`src/rtl/gtl_pkg.sv`:
```
package gtl_pkg;

   // Default capacity of one layout run.
   localparam int MAX_TILES_DEF = 64;

   // Field widths fixed by the interface.
   localparam int COUNT_W  = 7;
   localparam int INDEX_W  = 6;
   localparam int COORD_W  = 16;
   localparam int BORDER_W = 8;

   // The divider always works on a 16 bit dividend.
   localparam int DVD_W = COORD_W;

   // Configuration port.
   localparam int CSR_IDX_W  = 3;
   localparam int CSR_DATA_W = 16;

   localparam logic [CSR_IDX_W-1:0] CSR_ORIGIN_X    = 3'd0;
   localparam logic [CSR_IDX_W-1:0] CSR_ORIGIN_Y    = 3'd1;
   localparam logic [CSR_IDX_W-1:0] CSR_AREA_WIDTH  = 3'd2;
   localparam logic [CSR_IDX_W-1:0] CSR_AREA_HEIGHT = 3'd3;
   localparam logic [CSR_IDX_W-1:0] CSR_BORDER_PX   = 3'd4;

   localparam logic [COORD_W-1:0]  RST_ORIGIN_X    = 16'd0;
   localparam logic [COORD_W-1:0]  RST_ORIGIN_Y    = 16'd0;
   localparam logic [COORD_W-1:0]  RST_AREA_WIDTH  = 16'd1920;
   localparam logic [COORD_W-1:0]  RST_AREA_HEIGHT = 16'd1080;
   localparam logic [BORDER_W-1:0] RST_BORDER_PX   = 8'd1;

   // Operand selection for the shared divider.
   localparam logic [1:0] OP_COLS     = 2'd0;  // n / cols
   localparam logic [1:0] OP_WIDTH    = 2'd1;  // area_width / cols
   localparam logic [1:0] OP_H_TALL   = 2'd2;  // area_height / (q + 1)
   localparam logic [1:0] OP_H_SHORT  = 2'd3;  // area_height / q

   // Counter width able to hold the tile count and one more.
   function automatic int cnt_width(input int max_tiles);
      return $clog2(max_tiles + 1) + 1;
   endfunction

   // Commands from the controller to the datapath.
   typedef struct packed {
      logic       start;
      logic       cols_inc;
      logic       div_start;
      logic       div_capture;
      logic [1:0] div_op;
      logic       emit;
   } cmd_type;

   // Status from the datapath to the controller.
   typedef struct packed {
      logic count_zero;
      logic square_short;
      logic div_done;
      logic out_free;
      logic last;
   } status_type;

endpackage

```
`src/rtl/grid_tile_layout.sv`:
```
// Grid tile layout: one request yields tile_count rectangles, column by column;
// the count is capped at MAX_TILES. A taken request first runs the column search, which
// raises the column count until its square reaches the tile count, then the four divisions
// on the shared 16 step divider. Then one rectangle leaves per cycle unless stalled.
// The next request is taken once the last rectangle has entered the output register.
// Reset is synchronous: it clears the controller and output valid and restores defaults.
module grid_tile_layout #(
   parameter int MAX_TILES = gtl_pkg::MAX_TILES_DEF
) (
   input  logic                           clock,
   input  logic                           reset,
   input  logic                           req_valid,
   output logic                           req_stall,
   input  logic [gtl_pkg::COUNT_W-1:0]    req_tile_count,
   output logic                           rsp_valid,
   input  logic                           rsp_stall,
   output logic [gtl_pkg::INDEX_W-1:0]    rsp_tile_index,
   output logic signed [gtl_pkg::COORD_W-1:0] rsp_tile_x,
   output logic signed [gtl_pkg::COORD_W-1:0] rsp_tile_y,
   output logic [gtl_pkg::COORD_W-1:0]    rsp_tile_w,
   output logic [gtl_pkg::COORD_W-1:0]    rsp_tile_h,
   output logic                           rsp_last_tile,
   input  logic                           csr_write,
   input  logic [gtl_pkg::CSR_IDX_W-1:0]  csr_index,
   input  logic [gtl_pkg::CSR_DATA_W-1:0] csr_wdata
);
   import gtl_pkg::*;

   cmd_type    cmd;
   status_type status;

   // Sequencer.
   gtl_ctrl u_ctrl (
      .clock     (clock),
      .reset     (reset),
      .req_valid (req_valid),
      .req_stall (req_stall),
      .cmd       (cmd),
      .status    (status)
   );

   // Registers, divider, tile walk and output stage.
   gtl_datapath #(
      .MAX_TILES (MAX_TILES)
   ) u_datapath (
      .clock          (clock),
      .reset          (reset),
      .cmd            (cmd),
      .status         (status),
      .req_tile_count (req_tile_count),
      .csr_write      (csr_write),
      .csr_index      (csr_index),
      .csr_wdata      (csr_wdata),
      .rsp_stall      (rsp_stall),
      .rsp_valid      (rsp_valid),
      .rsp_tile_index (rsp_tile_index),
      .rsp_tile_x     (rsp_tile_x),
      .rsp_tile_y     (rsp_tile_y),
      .rsp_tile_w     (rsp_tile_w),
      .rsp_tile_h     (rsp_tile_h),
      .rsp_last_tile  (rsp_last_tile)
   );

endmodule

```
`src/rtl/gtl_div.sv`:
```
module gtl_div #(
   parameter int DVS_W = 8
) (
   input  logic                      clock,
   input  logic                      reset,
   input  logic                      start,
   input  logic [gtl_pkg::DVD_W-1:0] dividend,
   input  logic [DVS_W-1:0]          divisor,
   output logic [gtl_pkg::DVD_W-1:0] quotient,
   output logic [DVS_W-1:0]          remainder,
   output logic                      done
);
   import gtl_pkg::*;

   localparam int STEP_W = $clog2(DVD_W);
   localparam logic [STEP_W-1:0] STEP_LAST = STEP_W'(DVD_W - 1);

   logic [DVD_W-1:0]  dvd_ff, dvd_in;
   logic [DVS_W-1:0]  rem_ff, rem_in;
   logic [DVS_W-1:0]  dvs_ff, dvs_in;
   logic [STEP_W-1:0] step_ff, step_in;
   logic              busy_ff, busy_in;
   logic              done_ff, done_in;

   logic [DVS_W:0]    trial;
   logic [DVS_W:0]    diff;
   logic              fits;

   // One restoring step: bring down the next dividend bit and try to subtract.
   always_comb begin
      trial = {rem_ff, dvd_ff[DVD_W-1]};
      diff  = trial - {1'b0, dvs_ff};
      fits  = trial >= {1'b0, dvs_ff};
   end

   always_comb begin
      dvd_in  = dvd_ff;
      rem_in  = rem_ff;
      dvs_in  = dvs_ff;
      step_in = step_ff;
      busy_in = busy_ff;
      done_in = 1'b0;
      if (start) begin
         dvd_in  = dividend;
         rem_in  = '0;
         dvs_in  = divisor;
         step_in = '0;
         busy_in = 1'b1;
      end else if (busy_ff) begin
         dvd_in  = {dvd_ff[DVD_W-2:0], fits};
         rem_in  = fits ? diff[DVS_W-1:0] : trial[DVS_W-1:0];
         step_in = step_ff + 1'b1;
         if (step_ff == STEP_LAST) begin
            busy_in = 1'b0;
            done_in = 1'b1;
         end
      end
   end

   // Operand and partial result registers.
   always_ff @(posedge clock) begin
      dvd_ff  <= dvd_in;
      rem_ff  <= rem_in;
      dvs_ff  <= dvs_in;
      step_ff <= step_in;
   end

   // Control state.
   always_ff @(posedge clock) begin
      if (reset) begin
         busy_ff <= 1'b0;
         done_ff <= 1'b0;
      end else begin
         busy_ff <= busy_in;
         done_ff <= done_in;
      end
   end

   assign quotient  = dvd_ff;
   assign remainder = rem_ff;
   assign done      = done_ff;

endmodule

```
`src/rtl/gtl_datapath.sv`:
```
module gtl_datapath #(
   parameter int MAX_TILES = gtl_pkg::MAX_TILES_DEF
) (
   input  logic                         clock,
   input  logic                         reset,
   input  gtl_pkg::cmd_type             cmd,
   output gtl_pkg::status_type          status,
   input  logic [gtl_pkg::COUNT_W-1:0]  req_tile_count,
   input  logic                         csr_write,
   input  logic [gtl_pkg::CSR_IDX_W-1:0]  csr_index,
   input  logic [gtl_pkg::CSR_DATA_W-1:0] csr_wdata,
   input  logic                         rsp_stall,
   output logic                         rsp_valid,
   output logic [gtl_pkg::INDEX_W-1:0]  rsp_tile_index,
   output logic signed [gtl_pkg::COORD_W-1:0] rsp_tile_x,
   output logic signed [gtl_pkg::COORD_W-1:0] rsp_tile_y,
   output logic [gtl_pkg::COORD_W-1:0]  rsp_tile_w,
   output logic [gtl_pkg::COORD_W-1:0]  rsp_tile_h,
   output logic                         rsp_last_tile
);
   import gtl_pkg::*;

   localparam int CNT_W = cnt_width(MAX_TILES);
   localparam logic [8:0] MAX_9 = 9'(MAX_TILES);

   // Configuration registers.
   logic [COORD_W-1:0]  origin_x_ff, origin_x_in;
   logic [COORD_W-1:0]  origin_y_ff, origin_y_in;
   logic [COORD_W-1:0]  area_w_ff, area_w_in;
   logic [COORD_W-1:0]  area_h_ff, area_h_in;
   logic [BORDER_W-1:0] border_ff, border_in;

   // Per-run values.
   logic [CNT_W-1:0]   n_ff, n_in;
   logic [CNT_W-1:0]   cols_ff, cols_in;
   logic [CNT_W-1:0]   q_ff, q_in;
   logic [CNT_W-1:0]   r_ff, r_in;
   logic [COORD_W-1:0] xq_ff, xq_in;
   logic [CNT_W-1:0]   xr_ff, xr_in;
   logic [COORD_W-1:0] tq_ff, tq_in;
   logic [CNT_W-1:0]   tr_ff, tr_in;
   logic [COORD_W-1:0] sq_ff, sq_in;
   logic [CNT_W-1:0]   sr_ff, sr_in;

   // Walk position and running offsets.
   logic [CNT_W-1:0]   col_ff, col_in;
   logic [CNT_W-1:0]   row_ff, row_in;
   logic [CNT_W-1:0]   k_ff, k_in;
   logic [COORD_W-1:0] xaq_ff, xaq_in;
   logic [CNT_W-1:0]   xar_ff, xar_in;
   logic [COORD_W-1:0] yaq_ff, yaq_in;
   logic [CNT_W-1:0]   yar_ff, yar_in;

   // Output stage.
   logic               out_valid_ff, out_valid_in;
   logic [INDEX_W-1:0] out_index_ff, out_index_in;
   logic [COORD_W-1:0] out_x_ff, out_x_in;
   logic [COORD_W-1:0] out_y_ff, out_y_in;
   logic [COORD_W-1:0] out_w_ff, out_w_in;
   logic [COORD_W-1:0] out_h_ff, out_h_in;
   logic               out_last_ff, out_last_in;

   logic [8:0]         count_9;
   logic [CNT_W-1:0]   n_sat;
   logic [2*CNT_W-1:0] square;
   logic [DVD_W-1:0]   div_dividend;
   logic [CNT_W-1:0]   div_divisor;
   logic [DVD_W-1:0]   div_quotient;
   logic [CNT_W-1:0]   div_remainder;
   logic               div_done;

   logic               tall_col;
   logic [CNT_W-1:0]   rows_cur;
   logic [COORD_W-1:0] hq_cur;
   logic [CNT_W-1:0]   hr_cur;
   logic [CNT_W:0]     yr_sum;
   logic               y_carry;
   logic [CNT_W:0]     xr_sum;
   logic               x_carry;
   logic               col_end;
   logic               last;
   logic [COORD_W-1:0] cut;
   logic [COORD_W-1:0] border_ext;

   // Saturate the requested count at the capacity.
   always_comb begin
      count_9 = {2'b00, req_tile_count};
      n_sat   = CNT_W'((count_9 > MAX_9) ? MAX_9 : count_9);
   end

   // Configuration writes; unknown indexes are ignored.
   always_comb begin
      origin_x_in = origin_x_ff;
      origin_y_in = origin_y_ff;
      area_w_in   = area_w_ff;
      area_h_in   = area_h_ff;
      border_in   = border_ff;
      if (csr_write) begin
         unique case (csr_index)
            CSR_ORIGIN_X:    origin_x_in = csr_wdata;
            CSR_ORIGIN_Y:    origin_y_in = csr_wdata;
            CSR_AREA_WIDTH:  area_w_in   = csr_wdata;
            CSR_AREA_HEIGHT: area_h_in   = csr_wdata;
            CSR_BORDER_PX:   border_in   = csr_wdata[BORDER_W-1:0];
            default: ;
         endcase
      end
   end

   always_ff @(posedge clock) begin
      if (reset) begin
         origin_x_ff <= RST_ORIGIN_X;
         origin_y_ff <= RST_ORIGIN_Y;
         area_w_ff   <= RST_AREA_WIDTH;
         area_h_ff   <= RST_AREA_HEIGHT;
         border_ff   <= RST_BORDER_PX;
      end else begin
         origin_x_ff <= origin_x_in;
         origin_y_ff <= origin_y_in;
         area_w_ff   <= area_w_in;
         area_h_ff   <= area_h_in;
         border_ff   <= border_in;
      end
   end

   // Column search compares the square of the candidate with the count.
   assign square = cols_ff * cols_ff;

   // Divider operand selection.
   always_comb begin
      div_dividend = area_h_ff;
      div_divisor  = q_ff;
      case (cmd.div_op)
         OP_COLS: begin
            div_dividend = DVD_W'(n_ff);
            div_divisor  = cols_ff;
         end
         OP_WIDTH: begin
            div_dividend = area_w_ff;
            div_divisor  = cols_ff;
         end
         OP_H_TALL: begin
            div_dividend = area_h_ff;
            div_divisor  = q_ff + 1'b1;
         end
         default: begin
            div_dividend = area_h_ff;
            div_divisor  = q_ff;
         end
      endcase
   end

   gtl_div #(
      .DVS_W (CNT_W)
   ) u_div (
      .clock     (clock),
      .reset     (reset),
      .start     (cmd.div_start),
      .dividend  (div_dividend),
      .divisor   (div_divisor),
      .quotient  (div_quotient),
      .remainder (div_remainder),
      .done      (div_done)
   );

   // Geometry of the tile at the current walk position.
   always_comb begin
      tall_col   = col_ff < r_ff;
      rows_cur   = tall_col ? (q_ff + 1'b1) : q_ff;
      hq_cur     = tall_col ? tq_ff : sq_ff;
      hr_cur     = tall_col ? tr_ff : sr_ff;
      yr_sum     = {1'b0, yar_ff} + {1'b0, hr_cur};
      y_carry    = yr_sum >= {1'b0, rows_cur};
      xr_sum     = {1'b0, xar_ff} + {1'b0, xr_ff};
      x_carry    = xr_sum >= {1'b0, cols_ff};
      col_end    = ({1'b0, row_ff} + 1'b1) == {1'b0, rows_cur};
      last       = ({1'b0, k_ff} + 1'b1) == {1'b0, n_ff};
      cut        = COORD_W'({border_ff, 1'b0});
      border_ext = COORD_W'(border_ff);
   end

   // Run set-up, divider results and the walk over columns and rows.
   always_comb begin
      n_in   = n_ff;
      cols_in = cols_ff;
      q_in   = q_ff;
      r_in   = r_ff;
      xq_in  = xq_ff;
      xr_in  = xr_ff;
      tq_in  = tq_ff;
      tr_in  = tr_ff;
      sq_in  = sq_ff;
      sr_in  = sr_ff;
      col_in = col_ff;
      row_in = row_ff;
      k_in   = k_ff;
      xaq_in = xaq_ff;
      xar_in = xar_ff;
      yaq_in = yaq_ff;
      yar_in = yar_ff;
      if (cmd.start) begin
         n_in    = n_sat;
         cols_in = CNT_W'(1);
      end
      if (cmd.cols_inc) begin
         cols_in = cols_ff + 1'b1;
      end
      if (cmd.div_capture) begin
         case (cmd.div_op)
            OP_COLS: begin
               q_in = CNT_W'(div_quotient);
               r_in = div_remainder;
            end
            OP_WIDTH: begin
               xq_in = div_quotient;
               xr_in = div_remainder;
            end
            OP_H_TALL: begin
               tq_in = div_quotient;
               tr_in = div_remainder;
            end
            default: begin
               sq_in  = div_quotient;
               sr_in  = div_remainder;
               col_in = '0;
               row_in = '0;
               k_in   = '0;
               xaq_in = '0;
               xar_in = '0;
               yaq_in = '0;
               yar_in = '0;
            end
         endcase
      end
      if (cmd.emit) begin
         k_in = k_ff + 1'b1;
         if (col_end) begin
            col_in = col_ff + 1'b1;
            row_in = '0;
            yaq_in = '0;
            yar_in = '0;
            xaq_in = xaq_ff + xq_ff + COORD_W'(x_carry);
            xar_in = x_carry ? CNT_W'(xr_sum - {1'b0, cols_ff}) : xr_sum[CNT_W-1:0];
         end else begin
            row_in = row_ff + 1'b1;
            yaq_in = yaq_ff + hq_cur + COORD_W'(y_carry);
            yar_in = y_carry ? CNT_W'(yr_sum - {1'b0, rows_cur}) : yr_sum[CNT_W-1:0];
         end
      end
   end

   always_ff @(posedge clock) begin
      n_ff   <= n_in;
      cols_ff <= cols_in;
      q_ff   <= q_in;
      r_ff   <= r_in;
      xq_ff  <= xq_in;
      xr_ff  <= xr_in;
      tq_ff  <= tq_in;
      tr_ff  <= tr_in;
      sq_ff  <= sq_in;
      sr_ff  <= sr_in;
      col_ff <= col_in;
      row_ff <= row_in;
      k_ff   <= k_in;
      xaq_ff <= xaq_in;
      xar_ff <= xar_in;
      yaq_ff <= yaq_in;
      yar_ff <= yar_in;
   end

   // Output register: loaded on emit, emptied by a transfer.
   always_comb begin
      out_valid_in = out_valid_ff && rsp_stall;
      out_index_in = out_index_ff;
      out_x_in     = out_x_ff;
      out_y_in     = out_y_ff;
      out_w_in     = out_w_ff;
      out_h_in     = out_h_ff;
      out_last_in  = out_last_ff;
      if (cmd.emit) begin
         out_valid_in = 1'b1;
         out_index_in = INDEX_W'(k_ff);
         out_x_in     = origin_x_ff + border_ext + xaq_ff;
         out_y_in     = origin_y_ff + border_ext + yaq_ff;
         out_w_in     = (xq_ff > cut) ? (xq_ff - cut) : '0;
         out_h_in     = (hq_cur > cut) ? (hq_cur - cut) : '0;
         out_last_in  = last;
      end
   end

   always_ff @(posedge clock) begin
      if (reset) begin
         out_valid_ff <= 1'b0;
      end else begin
         out_valid_ff <= out_valid_in;
      end
   end

   always_ff @(posedge clock) begin
      out_index_ff <= out_index_in;
      out_x_ff     <= out_x_in;
      out_y_ff     <= out_y_in;
      out_w_ff     <= out_w_in;
      out_h_ff     <= out_h_in;
      out_last_ff  <= out_last_in;
   end

   // Status back to the controller.
   always_comb begin
      status.count_zero   = req_tile_count == '0;
      status.square_short = square < (2*CNT_W)'(n_ff);
      status.div_done     = div_done;
      status.out_free     = !out_valid_ff || !rsp_stall;
      status.last         = last;
   end

   assign rsp_valid      = out_valid_ff;
   assign rsp_tile_index = out_index_ff;
   assign rsp_tile_x     = out_x_ff;
   assign rsp_tile_y     = out_y_ff;
   assign rsp_tile_w     = out_w_ff;
   assign rsp_tile_h     = out_h_ff;
   assign rsp_last_tile  = out_last_ff;

endmodule

```
`src/rtl/gtl_ctrl.sv`:
```
module gtl_ctrl (
   input  logic                clock,
   input  logic                reset,
   input  logic                req_valid,
   output logic                req_stall,
   output gtl_pkg::cmd_type    cmd,
   input  gtl_pkg::status_type status
);
   import gtl_pkg::*;

   localparam logic [2:0] ST_IDLE    = 3'd0;
   localparam logic [2:0] ST_SEARCH  = 3'd1;
   localparam logic [2:0] ST_DIV_Q   = 3'd2;
   localparam logic [2:0] ST_DIV_X   = 3'd3;
   localparam logic [2:0] ST_DIV_HT  = 3'd4;
   localparam logic [2:0] ST_DIV_HS  = 3'd5;
   localparam logic [2:0] ST_EMIT    = 3'd6;

   logic [2:0] state_ff, state_in;
   logic       launched_ff, launched_in;
   logic       in_div;
   logic [2:0] div_next;
   logic [1:0] div_op;

   // Divider states share one launch-and-wait pattern.
   always_comb begin
      in_div   = 1'b0;
      div_next = ST_IDLE;
      div_op   = OP_COLS;
      unique case (state_ff)
         ST_DIV_Q: begin
            in_div = 1'b1;
            div_op = OP_COLS;
            div_next = ST_DIV_X;
         end
         ST_DIV_X: begin
            in_div = 1'b1;
            div_op = OP_WIDTH;
            div_next = ST_DIV_HT;
         end
         ST_DIV_HT: begin
            in_div = 1'b1;
            div_op = OP_H_TALL;
            div_next = ST_DIV_HS;
         end
         ST_DIV_HS: begin
            in_div = 1'b1;
            div_op = OP_H_SHORT;
            div_next = ST_EMIT;
         end
         default: ;
      endcase
   end

   // Sequencing of one layout run.
   always_comb begin
      state_in        = state_ff;
      launched_in     = launched_ff;
      cmd.start       = 1'b0;
      cmd.cols_inc    = 1'b0;
      cmd.div_start   = 1'b0;
      cmd.div_capture = 1'b0;
      cmd.div_op      = div_op;
      cmd.emit        = 1'b0;
      unique case (state_ff)
         ST_IDLE: begin
            if (req_valid) begin
               cmd.start = 1'b1;
               if (!status.count_zero) begin
                  state_in = ST_SEARCH;
               end
            end
         end
         ST_SEARCH: begin
            if (status.square_short) begin
               cmd.cols_inc = 1'b1;
            end else begin
               state_in = ST_DIV_Q;
            end
         end
         ST_EMIT: begin
            if (status.out_free) begin
               cmd.emit = 1'b1;
               if (status.last) begin
                  state_in = ST_IDLE;
               end
            end
         end
         default: begin
            if (in_div) begin
               if (!launched_ff) begin
                  cmd.div_start = 1'b1;
                  launched_in   = 1'b1;
               end else if (status.div_done) begin
                  cmd.div_capture = 1'b1;
                  launched_in     = 1'b0;
                  state_in        = div_next;
               end
            end else begin
               state_in = ST_IDLE;
            end
         end
      endcase
   end

   always_ff @(posedge clock) begin
      if (reset) begin
         state_ff    <= ST_IDLE;
         launched_ff <= 1'b0;
      end else begin
         state_ff    <= state_in;
         launched_ff <= launched_in;
      end
   end

   assign req_stall = state_ff != ST_IDLE;

endmodule

```
`config.mk`:
```
export PLATFORM = sky130hd
export DESIGN_NAME = grid_tile_layout
export DESIGN_NICKNAME = d
export VERILOG_FILES = /design/src/rtl/gtl_pkg.sv /design/src/rtl/grid_tile_layout.sv /design/src/rtl/gtl_div.sv /design/src/rtl/gtl_datapath.sv /design/src/rtl/gtl_ctrl.sv
export SDC_FILE = /design/constraint.sdc
export NUM_CORES = 1
export LEC_CHECK = 0
export BUFFER_PORTS_ARGS = -buffer_cell sky130_fd_sc_hd__buf_4
export CAP_MARGIN = 20
export CELL_PAD_IN_SITES_DETAIL_PLACEMENT = 1
export CELL_PAD_IN_SITES_GLOBAL_PLACEMENT = 2
export CORE_UTILIZATION = 45
export CTS_BUF_LIST = sky130_fd_sc_hd__clkbuf_4
export DETAILED_ROUTE_END_ITERATION = 8
export GPL_TIMING_DRIVEN = 1
export PLACE_DENSITY = 0.95
export SYNTH_ARGS = -nofsm -noshare
export SYNTH_HDL_FRONTEND = slang
export SYNTH_SLANG_ARGS = --single-unit
```
`constraint.sdc`:
```
create_clock -name clock -period 11.6 [get_ports clock]
set_input_delay 1.74 -clock clock [delete_from_list [all_inputs] [get_ports clock]]
set_output_delay 1.74 -clock clock [all_outputs]
set_load 0.02 [all_outputs]
```
==> impl_results.md <==
* WL per Instance at 20.0 um
* Setup TNS at 0 ps
* Initial DRT Pass Iterations at 8
* Setup crit end kind: flop
* Crit-path max FO at 29
* Status: finished with violations
* CTS max path bufs at 3
* Die X at around 220 um
* Hold Crit Class: reg -> reg
* Leakage at about 0.01 uW
* Dpl cell area at 22700 um2
* Yosys reg bits at around 360
* Clock sink count at ~360
* Violated checks: DRC
* Total Routing Usage GR at 25.0%
* Worst EP arrival at 7990 ps
* Largest net degree at the start of global routing at between 80 and 90
* Inst Count DP at approximately 2.8k
* Required @ worst endpoint at between 10000 and 15000 ps
* Gate Count Post-Synth at 2120
* Height of the die at 220 um
* Fin area at about 24000 um2
* Commonest non-fill, non-tap cell in the layout: nand2_1
* HPWL after DPL at 44200 um
* Tcrit/Tclk final at 63.9%
* Setup CP Type: reg -> reg
* Hold depth at 2
* Port Buffer Count at 103
* Commonest non-fill, non-tap cells in the layout: nand2_1, edfxtp_1, nor2_1, ha_1, a21oi_1
* Hold Path End: u_datapath.area_w_ff[11]$_SDFFE_PP0P_
* PD cells at 175 nW/um2
* Startpoint Class: flop
* Cts repair resizes at 0
* Setup repair after global routing missed its margin: false
* Initial DRC Count at 878
* Non-Filler Instances at 2960
* Antenna violations before repair at 2
* Post-Syn Area at 21300 um2
* Critical register-to-register path endpoint: u_datapath.yaq_ff[8]$_SDFFCE_PP0P_
* Synth async-reset ratio at 0%
* Max Fclk at around 0.13 GHz
* CTS Hold Bufs at 0
* Slew Limit Headroom at 31.1%
* Final Hold Viols at 0
* Worst Hold Launch: u_datapath.area_w_ff[11]$_SDFFE_PP0P_
* EDFF count, synth at approximately 240
* R2R Path Start: u_datapath.r_ff[5]$_DFFE_PP_
* Clock slew at reported path FFs at 80 ps
* # DRC at 24
* Max stage delay on crit path at just under 600 ps
* CTS tree: built
* R2R Setup Slk at 4190 ps
* Core area at 46700 um2
* P&R area growth vs syn at 12.8%
* NumNets Final at about 2.5k
* Final ANT Viol Nets at 0
* Layout Skew at 66.3 ps
* Main flop type after synthesis: edfxtp_1
* Clock insertion delay at the later pin of the skew report at 860 ps
* # H-tree levels at 3
* Worst setup path start: u_datapath.r_ff[5]$_DFFE_PP_
* Root Buffer: clkbuf_4
* DR vias at 16.5k
* First-pass GRT wire length at around 93000 um
* Vias per cell at 5.57
* Min Tclk post-route at 7410 ps
* # IOs at 104
* Setup Viol. Count Final at 0
* # rows at 79
* Pins over their slew limit at 0
* Final setup margin at 4190 ps
* Setup Buffers After CTS at 0
* Initial core utilization at 45.7%
* Final wirelength at roughly 59000 um
* Synth warn at 0
* Overflow after GRT at 0
* CTS buffer count at 97
* Maximum vdd ir drop at 0.000177 V
* R2r worst-path depth at 29
* Post-synthesis sequential area ratio at 45.1%
* Worst slack, placed at 4240 ps
* Count of cell types in the netlist at 66
* Layout cells sized above 1 at 13.8%
* Vias in the first global route at 17.7k
* Slew @ Worst Pin at between 1000 and 1500 ps
* Die area at 48300 um2
* Slowest CP cell: a21oi_1
* Syn_area_per_cell at 10.1 um2
* Syn_nets at 2383
* Max Cap Viol at 0
* GPL Wtd Cong at 0.857
[cells by family after synthesis]
| logic type | count (synthesis) | synth area share (%) |
|---|---|---|
| adders and majority gates | 232 | 15.5 |
| AOI/OAI and AO/OA | 380 | 10.8 |
| muxes | 49 | 2.45 |
| DFF | 361 | 45.1 |
| xor gates and xnor gates | 153 | 6.54 |
| and+or+nand+nor | 719 | 15.6 |
| buffers and inverters | 226 | 4.04 |
[where the power goes]
group / internal, uW / total [uW] / leakage (uW) / switching [uW]
logic: 625 / 1470 / 0.00609 / 849
registers: 1440 / 1540 / 0.00315 / 97.9
clock network: 610 / 1180 / 0.000756 / 575
total: 2680 / 4200 / 0.00999 / 1520
[per-layer routing]
metal | track usage (%) | part of all wire, %
met5 | 0 | 0
met4 | 11.2 | 3.9
met3 | 4.44 | 4.9
met2 | 44.7 | 51
met1 | 29.1 | 41
[cells in the mapped netlist (7+ instances only)]
| cell type | n | area, um2 |
|---|---|---|
| nand4_1 | 18 | 113 |
| or2_2 | 14 | 87.6 |
| nand3b_1 | 14 | 105 |
| clkbuf_1 | 57 | 214 |
| nand3_1 | 65 | 325 |
| nand2b_1 | 8 | 50.1 |
| xnor2_1 | 102 | 893 |
| ha_1 | 179 | 2240 |
| mux2_2 | 25 | 282 |
| o21ai_0 | 86 | 430 |
| a21o_1 | 24 | 180 |
| dfxtp_1 | 123 | 2460 |
| or3_1 | 14 | 87.6 |
| nor2_1 | 187 | 702 |
| fa_1 | 53 | 1060 |
| a21boi_0 | 13 | 97.6 |
| edfxtp_1 | 238 | 7150 |
| and3_1 | 27 | 169 |
| nor2b_1 | 30 | 188 |
| xor2_1 | 47 | 412 |
| nor3_1 | 43 | 215 |
| o21bai_1 | 9 | 67.6 |
| nand2_1 | 261 | 980 |
| mux2i_1 | 24 | 240 |
| a21oi_1 | 160 | 801 |
| a211oi_1 | 24 | 180 |
| a31oi_1 | 7 | 43.8 |
| or4_1 | 7 | 52.6 |
| nor4_1 | 7 | 43.8 |
| inv_1 | 155 | 582 |
[worst max path at each step]
stage                     slack, ps                                  to  cells past startpoint
after floorplan                4290  u_datapath.yaq_ff[8]$_SDFFCE_PP0P_                     30
after CTS                      4220  u_datapath.yaq_ff[8]$_SDFFCE_PP0P_                     28
after global placement         4660  u_datapath.yaq_ff[8]$_SDFFCE_PP0P_                     27
after global routing           3550  u_datapath.yaq_ff[8]$_SDFFCE_PP0P_                     28
final                          4190  u_datapath.yaq_ff[8]$_SDFFCE_PP0P_                     29
after detailed placement       4240  u_datapath.yaq_ff[8]$_SDFFCE_PP0P_                     28
[per-stage QoR]
step                      hold WS, ps  util (%)  power [uW]
after global routing              477      51.6        4510
after global placement            442      48.7        2960
after CTS                         463      51.4        4250
after detailed placement          452      48.7        3040
final                             460      51.6        4200
after floorplan                   436         -        2640
[critical path, delay by kind of cell, from the launching register on]
family | cells | cell delay [ps]
DFF | 1 | 330
AOI/OAI and AO/OA | 12 | 3160
muxes | 1 | 240
buffers and inverters | 3 | 490
adders and majority gates | 5 | 1740
and+or+nand+nor | 8 | 1200
[final cells by class]
| cell class | count | area (um2) |
|---|---|---|
| Tap cell | 607 | 759 |
| Multi-Input combinational cell | 1533 | 10900 |
| Inverter | 157 | 591 |
| Clock buffer | 141 | 1060 |
| Clock inverter | 41 | 234 |
| Antenna cell | 3 | 7.51 |
| Fill cell | 5248 | 22600 |
| Sequential cell | 361 | 9610 |
| Timing Repair Buffer | 117 | 911 |
Note: power is estimated with default switching activity, not from simulation.
